File: src/design/ttb_pkg.sv
// ----------------------------------------------------------------------------
// ttb_pkg: shared types and constants of the tick timer bank
// Holds the command codes, the timer numbering, the prescaler constants and
// the structs that travel between the register block, the core and the top.
// ----------------------------------------------------------------------------
package ttb_pkg;

    // Prescaler lengths in ticks.
    localparam int TICKS_PER_SECOND = 100;
    localparam int TICKS_PER_MINUTE = 6000;
    localparam int SEC_W = $clog2(TICKS_PER_SECOND);
    localparam int MIN_W = $clog2(TICKS_PER_MINUTE);
    localparam logic [SEC_W-1:0] SEC_LAST = SEC_W'(TICKS_PER_SECOND - 1);
    localparam logic [MIN_W-1:0] MIN_LAST = MIN_W'(TICKS_PER_MINUTE - 1);

    // Timer bank.
    localparam int NUM_TIMERS = 12;
    localparam int TMR_W = 16;
    localparam logic [TMR_W-1:0] TMR_MAX = 16'hFFFF;
    localparam logic [TMR_W-1:0] WAKE_LIMIT = 16'd255;

    localparam logic [3:0] T_INTERVAL = 4'd0;
    localparam logic [3:0] T_UPTIME = 4'd1;
    localparam logic [3:0] T_LOAD_ON = 4'd2;
    localparam logic [3:0] T_EVENING = 4'd5;
    localparam logic [3:0] T_GREEN = 4'd8;
    localparam logic [3:0] T_RED = 4'd9;
    localparam logic [3:0] T_WAKE = 4'd10;
    localparam logic [3:0] T_SHUTDOWN = 4'd11;
    localparam logic [3:0] T_COUNT = 4'd12;

    // Status flag bits.
    localparam int FLAG_TEL = 0;
    localparam int FLAG_ADC = 1;
    localparam int FLAG_RST = 2;

    // Configuration register indexes (address bit 2).
    localparam logic REG_TEL_INTERVAL = 1'b0;
    localparam logic REG_ADC_PERIOD = 1'b1;

    typedef enum logic [2:0] {
        CMD_TICK   = 3'd0,
        CMD_WRITE  = 3'd1,
        CMD_READ   = 3'd2,
        CMD_ENABLE = 3'd3,
        CMD_CLEAR  = 3'd4
    } cmd_t;

    typedef struct packed {
        logic [15:0] telemetry_interval_seconds;
        logic [15:0] adc_sample_period_ticks;
    } cfg_t;

    // Result word, lowest field last so that it packs into tdata directly.
    typedef struct packed {
        logic        radio_sleep_request;
        logic        red_led_on;
        logic        green_led_on;
        logic        adc_due;
        logic        telemetry_due;
        logic [15:0] read_value;
    } res_t;

endpackage

File: src/design/ttb_regs.sv
// ----------------------------------------------------------------------------
// ttb_regs: configuration registers
// APB-style port holding the telemetry interval and the ADC sample period.
// ----------------------------------------------------------------------------
module ttb_regs (
    input  logic          clk,
    input  logic          rst_n,
    input  logic          psel,
    input  logic          penable,
    input  logic          pwrite,
    input  logic [2:0]    paddr,
    input  logic [31:0]   pwdata,
    output logic [31:0]   prdata,
    output logic          pready,
    output ttb_pkg::cfg_t cfg
);

    logic        wr_en;
    logic [15:0] tel_interval_reg;
    logic [15:0] adc_period_reg;

    assign pready = 1'b1;
    assign wr_en  = psel && penable && pwrite;

    always_ff @(posedge clk or negedge rst_n)
    begin
        if (!rst_n)
        begin
            tel_interval_reg <= '0;
            adc_period_reg   <= '0;
        end
        else if (wr_en)
        begin
            unique case (paddr[2])
                ttb_pkg::REG_TEL_INTERVAL: tel_interval_reg <= pwdata[15:0];
                ttb_pkg::REG_ADC_PERIOD:   adc_period_reg   <= pwdata[15:0];
                default:                   tel_interval_reg <= tel_interval_reg;
            endcase
        end
    end

    always_comb
    begin
        unique case (paddr[2])
            ttb_pkg::REG_TEL_INTERVAL: prdata = {16'd0, tel_interval_reg};
            ttb_pkg::REG_ADC_PERIOD:   prdata = {16'd0, adc_period_reg};
            default:                   prdata = '0;
        endcase
    end

    assign cfg.telemetry_interval_seconds = tel_interval_reg;
    assign cfg.adc_sample_period_ticks    = adc_period_reg;

endmodule

File: src/design/ttb_core.sv
// ----------------------------------------------------------------------------
// ttb_core: timer state and per-command update
// Holds the twelve timers, prescalers, counters and flags, and works out the
// next state and the result word of one command in a single pass.
// ----------------------------------------------------------------------------
module ttb_core (
    input  logic          clk,
    input  logic          rst_n,
    input  logic          fire,
    input  logic [2:0]    command,
    input  logic [3:0]    timer_index,
    input  logic [15:0]   write_value,
    input  ttb_pkg::cfg_t cfg,
    output ttb_pkg::res_t res
);

    logic [ttb_pkg::TMR_W-1:0] tmr_reg  [ttb_pkg::NUM_TIMERS];
    logic [ttb_pkg::TMR_W-1:0] tmr_next [ttb_pkg::NUM_TIMERS];
    logic [ttb_pkg::SEC_W-1:0] sec_pre_reg, sec_pre_next;
    logic [ttb_pkg::MIN_W-1:0] min_pre_reg, min_pre_next;
    logic [15:0]               tel_cnt_reg, tel_cnt_next;
    logic [15:0]               adc_cnt_reg, adc_cnt_next;
    logic [2:0]                enables_reg, enables_next;
    logic [2:0]                flags_reg, flags_next;
    logic [1:0]                leds_reg, leds_next;

    logic        sec_tick;
    logic        min_tick;
    logic [15:0] tel_sum;
    logic [15:0] adc_sum;
    logic        idx_ok;
    logic        sleep_req;

    assign sec_tick = (sec_pre_reg == ttb_pkg::SEC_LAST);
    assign min_tick = (min_pre_reg == ttb_pkg::MIN_LAST);
    assign tel_sum  = tel_cnt_reg + 16'd1;
    // A pending restart zeroes the count before this tick adds one.
    assign adc_sum  = (flags_reg[ttb_pkg::FLAG_RST] ? 16'd0 : adc_cnt_reg) + 16'd1;
    assign idx_ok   = (timer_index < ttb_pkg::T_COUNT);

    always_comb
    begin
        tmr_next     = tmr_reg;
        sec_pre_next = sec_pre_reg;
        min_pre_next = min_pre_reg;
        tel_cnt_next = tel_cnt_reg;
        adc_cnt_next = adc_cnt_reg;
        enables_next = enables_reg;
        flags_next   = flags_reg;
        leds_next    = leds_reg;
        sleep_req    = 1'b0;
        res.read_value = '0;

        case (command)
            ttb_pkg::CMD_TICK:
            begin
                if (tmr_reg[ttb_pkg::T_INTERVAL] != ttb_pkg::TMR_MAX)
                    tmr_next[ttb_pkg::T_INTERVAL] = tmr_reg[ttb_pkg::T_INTERVAL] + 16'd1;

                sec_pre_next = sec_tick ? '0 : sec_pre_reg + 1'b1;
                if (sec_tick)
                begin
                    if (tel_sum >= cfg.telemetry_interval_seconds)
                    begin
                        tel_cnt_next = '0;
                        flags_next[ttb_pkg::FLAG_TEL] = 1'b1;
                    end
                    else
                        tel_cnt_next = tel_sum;
                    for (int k = 0; k < 3; k++)
                    begin
                        if (enables_reg[k] &&
                            tmr_reg[ttb_pkg::T_LOAD_ON + k] != ttb_pkg::TMR_MAX)
                            tmr_next[ttb_pkg::T_LOAD_ON + k] =
                                tmr_reg[ttb_pkg::T_LOAD_ON + k] + 16'd1;
                        if (tmr_reg[ttb_pkg::T_EVENING + k] != ttb_pkg::TMR_MAX &&
                            tmr_reg[ttb_pkg::T_EVENING + k] != '0)
                            tmr_next[ttb_pkg::T_EVENING + k] =
                                tmr_reg[ttb_pkg::T_EVENING + k] - 16'd1;
                    end
                end

                min_pre_next = min_tick ? '0 : min_pre_reg + 1'b1;
                if (min_tick && tmr_reg[ttb_pkg::T_UPTIME] != ttb_pkg::TMR_MAX)
                    tmr_next[ttb_pkg::T_UPTIME] = tmr_reg[ttb_pkg::T_UPTIME] + 16'd1;

                flags_next[ttb_pkg::FLAG_RST] = 1'b0;
                if (adc_sum == cfg.adc_sample_period_ticks)
                begin
                    adc_cnt_next = '0;
                    flags_next[ttb_pkg::FLAG_ADC] = 1'b1;
                end
                else
                    adc_cnt_next = adc_sum;

                // LED levels follow the timer value before the decrement.
                leds_next[0] = (tmr_reg[ttb_pkg::T_GREEN] != '0);
                if (leds_next[0])
                    tmr_next[ttb_pkg::T_GREEN] = tmr_reg[ttb_pkg::T_GREEN] - 16'd1;
                leds_next[1] = (tmr_reg[ttb_pkg::T_RED] != '0);
                if (leds_next[1])
                    tmr_next[ttb_pkg::T_RED] = tmr_reg[ttb_pkg::T_RED] - 16'd1;

                if (tmr_reg[ttb_pkg::T_WAKE] < ttb_pkg::WAKE_LIMIT)
                    tmr_next[ttb_pkg::T_WAKE] = tmr_reg[ttb_pkg::T_WAKE] + 16'd1;

                sleep_req = (tmr_reg[ttb_pkg::T_SHUTDOWN] == '0);
                if (!sleep_req)
                    tmr_next[ttb_pkg::T_SHUTDOWN] = tmr_reg[ttb_pkg::T_SHUTDOWN] - 16'd1;
            end
            ttb_pkg::CMD_WRITE:
            begin
                if (idx_ok)
                    tmr_next[timer_index] = write_value;
            end
            ttb_pkg::CMD_READ:
            begin
                if (idx_ok)
                    res.read_value = tmr_reg[timer_index];
            end
            ttb_pkg::CMD_ENABLE:
            begin
                enables_next = write_value[2:0];
            end
            ttb_pkg::CMD_CLEAR:
            begin
                if (write_value[0])
                    flags_next[ttb_pkg::FLAG_TEL] = 1'b0;
                if (write_value[1])
                    flags_next[ttb_pkg::FLAG_ADC] = 1'b0;
                if (write_value[2])
                    flags_next[ttb_pkg::FLAG_RST] = 1'b1;
            end
            default:
            begin
                sleep_req = 1'b0;
            end
        endcase

        res.telemetry_due       = flags_next[ttb_pkg::FLAG_TEL];
        res.adc_due             = flags_next[ttb_pkg::FLAG_ADC];
        res.green_led_on        = leds_next[0];
        res.red_led_on          = leds_next[1];
        res.radio_sleep_request = sleep_req;
    end

    always_ff @(posedge clk or negedge rst_n)
    begin
        if (!rst_n)
        begin
            for (int k = 0; k < ttb_pkg::NUM_TIMERS; k++)
                tmr_reg[k] <= '0;
            sec_pre_reg <= '0;
            min_pre_reg <= '0;
            tel_cnt_reg <= '0;
            adc_cnt_reg <= '0;
            enables_reg <= '0;
            flags_reg   <= '0;
            leds_reg    <= '0;
        end
        else if (fire)
        begin
            tmr_reg     <= tmr_next;
            sec_pre_reg <= sec_pre_next;
            min_pre_reg <= min_pre_next;
            tel_cnt_reg <= tel_cnt_next;
            adc_cnt_reg <= adc_cnt_next;
            enables_reg <= enables_next;
            flags_reg   <= flags_next;
            leds_reg    <= leds_next;
        end
    end

endmodule

File: src/design/tick_timer_bank.sv
// ----------------------------------------------------------------------------
// tick_timer_bank: twelve 16-bit timers driven by a 10 ms tick command
// Top level with the input word register, the timer core, the output word
// register and the configuration port.
// ----------------------------------------------------------------------------
// Each input word is one command: a tick (command 0) advances every counter,
// prescaler, LED timer and countdown at once; the other commands write or
// read one timer, set the three load timer enables, or clear flags. Every
// command produces exactly one output word carrying the read value (zero
// unless a read), the telemetry-due and ADC-due flags, both LED levels and
// the radio sleep request. The block takes one word per clock cycle while
// the output side keeps m_tready high: a word is captured in the input
// register when it is accepted, and the core then updates its state and
// loads the result into the output register once that register is free
// or is being emptied. The only stall comes from the output side holding
// m_tready low.
// Configuration registers (telemetry interval at address 0, ADC sample
// period at address 4) are to be written only while no command is in flight.
// ----------------------------------------------------------------------------
module tick_timer_bank (
    input  logic        clk,
    input  logic        rst_n,
    // Command stream.
    input  logic        s_tvalid,
    output logic        s_tready,
    input  logic [23:0] s_tdata,   // [3:0] timer_index, [19:4] write_value, rest zero
    input  logic [2:0]  s_tuser,   // [2:0] command
    // Result stream.
    output logic        m_tvalid,
    input  logic        m_tready,
    output logic [23:0] m_tdata,   // [15:0] read_value, [16] telemetry_due,
                                   // [17] adc_due, [18] green_led_on,
                                   // [19] red_led_on, [20] radio_sleep_request
    // Configuration port.
    input  logic        psel,
    input  logic        penable,
    input  logic        pwrite,
    input  logic [2:0]  paddr,
    input  logic [31:0] pwdata,
    output logic [31:0] prdata,
    output logic        pready
);

    ttb_pkg::cfg_t cfg;
    ttb_pkg::res_t core_res;

    logic          in_vld_reg;
    logic [2:0]    in_cmd_reg;
    logic [3:0]    in_idx_reg;
    logic [15:0]   in_wval_reg;
    logic          out_vld_reg;
    ttb_pkg::res_t out_res_reg;
    logic          core_fire;

    // The core runs the held command whenever the output register is free
    // or is being emptied in this same cycle.
    assign core_fire = in_vld_reg && (!out_vld_reg || m_tready);
    assign s_tready  = !in_vld_reg || core_fire;

    ttb_regs u_regs (
        .clk     (clk),
        .rst_n   (rst_n),
        .psel    (psel),
        .penable (penable),
        .pwrite  (pwrite),
        .paddr   (paddr),
        .pwdata  (pwdata),
        .prdata  (prdata),
        .pready  (pready),
        .cfg     (cfg)
    );

    ttb_core u_core (
        .clk         (clk),
        .rst_n       (rst_n),
        .fire        (core_fire),
        .command     (in_cmd_reg),
        .timer_index (in_idx_reg),
        .write_value (in_wval_reg),
        .cfg         (cfg),
        .res         (core_res)
    );

    // Input word register.
    always_ff @(posedge clk or negedge rst_n)
    begin
        if (!rst_n)
            in_vld_reg <= 1'b0;
        else if (s_tready)
            in_vld_reg <= s_tvalid;
    end

    always_ff @(posedge clk)
    begin
        if (s_tvalid && s_tready)
        begin
            in_cmd_reg  <= s_tuser;
            in_idx_reg  <= s_tdata[3:0];
            in_wval_reg <= s_tdata[19:4];
        end
    end

    // Output word register.
    always_ff @(posedge clk or negedge rst_n)
    begin
        if (!rst_n)
            out_vld_reg <= 1'b0;
        else if (core_fire)
            out_vld_reg <= 1'b1;
        else if (m_tready)
            out_vld_reg <= 1'b0;
    end

    always_ff @(posedge clk)
    begin
        if (core_fire)
            out_res_reg <= core_res;
    end

    assign m_tvalid = out_vld_reg;
    assign m_tdata  = {3'b000, out_res_reg};

endmodule

File: config.mk
export PLATFORM = sky130hd
export DESIGN_NAME = tick_timer_bank
export DESIGN_NICKNAME = d
export VERILOG_FILES = /design/src/design/ttb_pkg.sv /design/src/design/ttb_regs.sv /design/src/design/ttb_core.sv /design/src/design/tick_timer_bank.sv
export SDC_FILE = /design/constraint.sdc
export NUM_CORES = 1
export LEC_CHECK = 0
export ABC_CLOCK_PERIOD_IN_PS = 5400
export BUFFER_PORTS_ARGS = -buffer_cell sky130_fd_sc_hd__buf_2
export CORE_MARGIN = 2
export CORE_UTILIZATION = 45
export CTS_BUF_LIST = sky130_fd_sc_hd__clkbuf_8
export DETAILED_ROUTE_END_ITERATION = 16
export GPL_TIMING_DRIVEN = 0
export PLACE_DENSITY_LB_ADDON = 0.1
export REMOVE_ABC_BUFFERS = 1
export SYNTH_ARGS = -nofsm -noshare
export SYNTH_HDL_FRONTEND = slang
export SYNTH_SLANG_ARGS = --single-unit
File: constraint.sdc
create_clock -name clk -period 5.4 [get_ports clk]
set_clock_uncertainty 0.1 [all_clocks]
set_input_delay 1.08 -clock clk [delete_from_list [all_inputs] [get_ports clk]]
set_output_delay 1.08 -clock clk [all_outputs]
set_load 0.01 [all_outputs]
==> results_dict.tcl, run 1 <==
set metrics [dict create \
    status "finished, violations left" \
    violations "max-capacitance violations" \
    via_per_inst 6.37 \
    largest_reg_flops 192 \
    cts-root-buf "clkbuf_8" \
    drt_first_pass_iters 6 \
    yosysTopAreaCellShare_pct 35.0 \
    max_freq_mhz 221 \
    max_cap_viol_count 1 \
    clk_latency_ns 0.69 \
    crit_slowest_cell "a21oi_2" \
    stdcell_count 2979 \
    num_vias 18988 \
    synthTopCellsByCount "dfrtp_1 (286), a21oi_1 (248), nor2_1 (248)" \
    yosysSeqAreaShare_pct 41.5 \
    rsz0062_at_grt "false" \
    synth_area_per_cell_um2 8.83 \
    cp.arrival_ns 5.03 \
    cts_buffer_depth 3 \
    ant_nets 0 \
    die_y_um 217 \
    grt_pass1_wl_um 107000 \
    fp-row-count 78 \
    die_w_um 217 \
    hold_class "input port to asynchronous set/reset pin" \
    grt_overflow_total 0 \
    die-area_mm2 0.0472 \
    drive_gt1_share_pct 13.5 \
    synth-edff-count 44 \
    io_pins 128 \
    layout_min_cycle_time_ns 4.52 \
    vdd_drop_max_uv 221 \
    yosys.area.top_type "dfrtp_1" \
    hold_viol 0 \
    synthCells 2315 \
    worstMarginPinSlew_ns 1.48 \
    finalPower_mw 9.10 \
    grt_pass1_vias 17661 \
    async_reset_ff_share_pct 86.7 \
    worstPathRequired_ns 5.91 \
    reg2reg_slack_ns 0.96 \
    area_delta_synth_final_pct 11.4 \
    htreeDepth 2 \
    finalMaxSlewViolations 0 \
    cts_buffers 61 \
    rr_startpoint "u_core.tmr_reg[48]$_DFFE_PN0P_" \
    routedWlPerCell_um 23.3 \
    ff2ff_path_depth 9 \
    stdcell_area_mm2 0.0228 \
    critPathMaxFanout 25 \
    antenna_found_initial 0 \
    max_stage_delay_ns 0.78 \
    crit_chain "buf_2 > nand2b_1 > nand2_1 > clkinvlp_4 > nand2_1 > a21oi_2 > o21ai_0 > a21oi_2 > o21ai_0 > a21oi_1" \
    coreArea_mm2 0.0451 \
    cts_tree "done" \
    synth_area_mm2 0.0204 \
    synth.area.top_cells "dfrtp_1 (35%), edfxtp_1 (6.5%), a21oi_1 (6.1%)" \
    grtUsageTotal_pct 29.4 \
    initial_core_util_pct 45.4 \
    synth_warnings 0 \
    insertedDiodeCount 0 \
    grt_max_degree 100 \
    power_per_cell_area_mw_per_mm2 399 \
    worst-setup-path-type "input port to flip-flop" \
    cts_sinks 330 \
    max_slew_margin_pct 0.848 \
    ys_seq_elements 330 \
    drc 0 \
    critPathLaunchType "input port" \
    clk_transition_reported_paths_ns 0.07 \
    drt_iter0_markers 2308 \
    globalplace.congestion 0.876 \
    numPortBuffers 85 \
    routed_wirelength_um 69400 \
    synth_flop_cell "dfrtp_1" \
    final_nets 2437 \
    yosysMostFrequentCell "dfrtp_1" \
    setup_viol 0 \
    dp_hpwl_um 48000 \
    holdWs_ns 0.349 \
    place_inst 2867 \
    critPathCaptureType "flip-flop" \
    synth_cell_type_count 84 \
    fin_crit_sh_pct 83.6 \
    dpl_cell_area_mm2 0.0215 \
    leakagePower_nw 9.29 \
    r2r-end "u_core.tmr_reg[50]$_DFFE_PN0P_" \
]
-- cells by family after synthesis --
family                     count (synthesis)  share of synthesized area [%]
AOI/OAI and AO/OA                        754                           22.4
xor gates and xnor gates                  47                           2.01
adders and majority gates                 36                           2.20
buffers and inverters                    231                           4.77
DFF                                      330                           41.5
muxes                                    109                           8.52
other                                      2                         0.0367
and+or+nand+nor                          806                           18.6
-- power by group --
group,internal (mW),switching (mW)
combinational,1.11,1.34
clock,1.38,1.15
sequential,3.13,1.00
-- placed cells by master, fill, tap and decap left out, drive strengths merged, types with 30 or more instances in the layout --
master and n:
mux2 41, xnor2 31, nand4 36, o21ai 224, buf 108, and3 30
inv 79, nor3 67, edfxtp 44, nand2 222, nor4 30, o22ai 38
ha 36, nand3 79, mux4 48, a21oi 249, dfrtp 286, a22o 34
nor2 249, clkbuf 82, a31oi 51
-- per-stage QoR --
step / setup slack, ns / util, % / setup TNS (ns)
global route: 0.664 / 50.5 / 0
detailed placement: -1.29 / 47.6 / -54.41
global placement: -6.11 / 46.4 / -1467.00
floorplan: -1.33 / - / -60.02
CTS: 0.495 / 50.4 / 0
finish: 0.883 / 50.5 / 0
-- worst max-delay path by stage --
stage / start / end / slack (ns) / cells after the start
global placement: in_cmd_reg[2]$_DFFE_PP_ / u_core.tmr_reg[7]$_DFFE_PN0P_ / -6.11 / 4
CTS: m_tready / u_core.tmr_reg[121]$_DFFE_PN0P_ / 0.50 / 10
floorplan: in_cmd_reg[1]$_DFFE_PP_ / u_core.tmr_reg[11]$_DFFE_PN0P_ / -1.33 / 4
global route: m_tready / u_core.tmr_reg[121]$_DFFE_PN0P_ / 0.66 / 10
finish: m_tready / u_core.tmr_reg[121]$_DFFE_PN0P_ / 0.88 / 10
detailed placement: m_tready / u_core.tmr_reg[121]$_DFFE_PN0P_ / -1.29 / 10
-- metal layers --
layer | track usage, % | vias to the layer above | share of wire [%]
met1 | 41.2 | 9366 | 43
li1 | - | 8608 | -
met4 | 11.9 | 0 | 4.2
met2 | 44.6 | 828 | 44
met5 | 0 | - | 0
met3 | 6.00 | 186 | 8.4
-- cell type report --
cell class	count	area, µm²
multi-input cells	1772	11100
flip-flops and latches	330	8480
clock inverters	29	148
inverters	58	221
clock buffers	81	1110
well taps	600	751
fillers	4236	22300
repair buffers	109	938
-- repair_timing --
item,in CTS,in global routing
resized for setup,2,0
endpoints found under the setup margin,20,0
buffers inserted,0,0
hold buffers,0,0
-- critical path, delay by kind of cell --
family | cells | cell delay (ns)
AO/OA/AOI/OAI | 5 | 2.21
buffers and inverters | 2 | 0.74
AND/OR/NAND/NOR | 3 | 0.95
(Power assumes the default switching activity.)
==> inputs of run 2 (changes only) <==
--- a/config.mk
+++ b/config.mk
@@ -5,7 +5,7 @@
 export SDC_FILE = /design/constraint.sdc
 export NUM_CORES = 1
 export LEC_CHECK = 0
-export ABC_CLOCK_PERIOD_IN_PS = 5400
+export ABC_CLOCK_PERIOD_IN_PS = 4420
 export BUFFER_PORTS_ARGS = -buffer_cell sky130_fd_sc_hd__buf_2
 export CORE_MARGIN = 2
 export CORE_UTILIZATION = 45
==> constraint.sdc (replaced) <==
create_clock -name clk -period 4.42 [get_ports clk]
set_clock_uncertainty 0.1 [all_clocks]
set_input_delay 0.884 -clock clk [delete_from_list [all_inputs] [get_ports clk]]
set_output_delay 0.884 -clock clk [all_outputs]
set_load 0.01 [all_outputs]
==> run 2 against run 1 <==
The run ends with max-capacitance violations, max-slew violations left. Clock power up 22%. Critical path depth fell by 2. Power is 22% higher. Hold slack got worse by 0.19 ns. Routed wire length is 0.24% higher. Critical path type is now flip-flop to flip-flop.
==> results_dict.tcl, run 2 (synthesis results as in run 1) <==
set metrics [dict create \
    clk_transition_reported_paths_ns 0.06 \
    die-area_mm2 0.0472 \
    cts_tree "done" \
    fill_cells 4232 \
    insertedDiodeCount 0 \
    routed_wirelength_um 69600 \
    worstPathRequired_ns 4.89 \
    holdWs_ns 0.161 \
    drt_first_pass_iters 6 \
    most-common-layout-cells "dfrtp_1 (286), nor2_1 (246), a21oi_1 (245), nand2_1 (220), o21ai_0 (207)" \
    register_area_mm2 0.00848 \
    place_inst 2867 \
    busiest_layer "met2" \
    final_nets 2437 \
    cts_sinks 330 \
    setup_tns_ns 0 \
    routedWlPerCell_um 23.4 \
    globalplace.congestion 0.876 \
    stdcell_area_mm2 0.0228 \
    final_core_util_pct 50.6 \
    grtUsageTotal_pct 29.4 \
    critPathLaunchType "flip-flop" \
    vdd_drop_max_uv 270 \
    max_slew_margin_pct -2.71 \
    grtUsageMet2_pct 44.6 \
    critPathCaptureType "flip-flop" \
    stdcell_count 2979 \
    die_w_um 217 \
    fin_crit_sh_pct 92.4 \
    max_stage_delay_ns 0.86 \
    globalRouteMet1Util_pct 41.2 \
    cts-root-buf "clkbuf_8" \
    clk_latency_ns 0.69 \
    multi_input_area_mm2 0.0111 \
    cp.arrival_ns 4.56 \
    io_pins 128 \
    critPathMaxFanout 30 \
    cts_buffers 61 \
    critPathTopFamily "simple AND/OR/NAND/NOR gates" \
    finalMaxSlewViolations 11 \
    dp_slack_ns -2.07 \
    crit_slowest_cell "and2_1" \
    grt_pass1_vias 17671 \
    coreArea_mm2 0.0451 \
    initial_core_util_pct 45.4 \
    num_vias 18946 \
    setup_ws_ns 0.338 \
    fp-row-count 78 \
    htreeDepth 2 \
    status "finished, violations left" \
    dp_hpwl_um 48000 \
    drive_gt1_share_pct 13.7 \
    layout_min_cycle_time_ns 4.08 \
    ant_nets 0 \
    max_cap_viol_count 1 \
    antenna_found_initial 0 \
    crit_buf_inv 1 \
    via_per_inst 6.36 \
    grt_pass1_wl_um 107000 \
    post-cts-setup-buffer-count 0 \
    setup_viol 0 \
    grt_overflow_total 0 \
    worst-setup-path-type "flip-flop to flip-flop" \
    hold_viol 0 \
    grt_max_degree 100 \
    crit_chain "nand2b_1 > nand2_1 > clkinvlp_4 > nand2_1 > a21oi_1 > and2_1 > o21ai_0 > a22o_1" \
    worstMarginPinSlew_ns 1.53 \
    numPortBuffers 85 \
    die_y_um 217 \
    dpl_cell_area_mm2 0.0215 \
    violations "max-capacitance violations, max-slew violations" \
    drt_iter0_markers 2086 \
    rsz0062_at_grt "false" \
    power_per_cell_area_mw_per_mm2 488 \
    hold_class "input port to asynchronous set/reset pin" \
    largest_reg_flops 192 \
    area_delta_synth_final_pct 11.5 \
    drc 0 \
    layout_commonest_cell "dfrtp_1" \
    max_freq_mhz 245 \
    leakagePower_nw 9.29 \
    cts_buffer_depth 3 \
    finalPower_mw 11.1 \
    grt_use_met3_pct 6.00 \
    crit_top_cell "nand2_1" \
]
==> run 2: cell types whose count changed in the layout (fill, tap and decap cells not counted) <==
cell,before,now
a21oi_2,4,2
a21oi_4,0,2
nor2_1,248,246
nor2_2,1,3
nor3_1,66,65
nor3_2,1,2
o211a_1,1,0
o211a_2,0,1
==> run 2: what timing repair did <==
item                                    in CTS  in global routing
hold buffers                                 0                  0
endpoints found under the setup margin     136                 33
endpoints found under the hold margin        0                  0
resized for setup                            4                  5
==> run 2: final cells by class <==
class	instances	area share, %
well taps	600	3.29
flip-flops and latches	330	37.2
clock buffers	81	4.89
inverters	58	0.971
clock inverters	29	0.648
multi-input cells	1772	48.9
repair buffers	109	4.12
==> run 2: worst reg2reg max path: cells and delay by family (launching register included) <==
family / cells / cell delay (ns)
and+or+nand+nor: 4 / 1.85
AOI/OAI and AO/OA: 3 / 0.98
buffers and inverters: 1 / 0.66
DFF: 1 / 0.39
==> run 2: report_power, final <==
group	leakage, nW	internal, mW	total [mW]	switching [mW]
Sequential	4.03	3.82	5.05	1.23
Clock	0.736	1.68	3.08	1.40
Combinational	4.52	1.36	2.99	1.64
Total	9.29	6.86	11.1	4.27
==> run 2: worst paths after layout <==
path                                         from                                      end  slack [ns]  cells after the start
max in group asynchronous                   rst_n  u_regs.tel_interval_reg[12]$_DFFE_PN0P_        2.59                      3
min in group clk                      s_tdata[19]                in_wval_reg[15]$_DFFE_PP_        0.28                      1
hold / removal                              rst_n            u_core.tmr_reg[8]$_DFFE_PN0P_        0.16                      1
setup / recovery             m_tvalid$_DFFE_PN0P_          u_core.tmr_reg[178]$_DFFE_PN0P_        0.34                      8
hold reg to reg            in_vld_reg$_DFFE_PN0N_                     m_tvalid$_DFFE_PN0P_        0.39                      1
setup reg to reg             m_tvalid$_DFFE_PN0P_          u_core.tmr_reg[178]$_DFFE_PN0P_        0.34                      8
==> run 2: layer usage <==
metal	up-vias	part of all wire, %
met2	835	44
met4	0	4.2
met5	-	0
li1	8611	-
met3	178	8.4
met1	9322	43
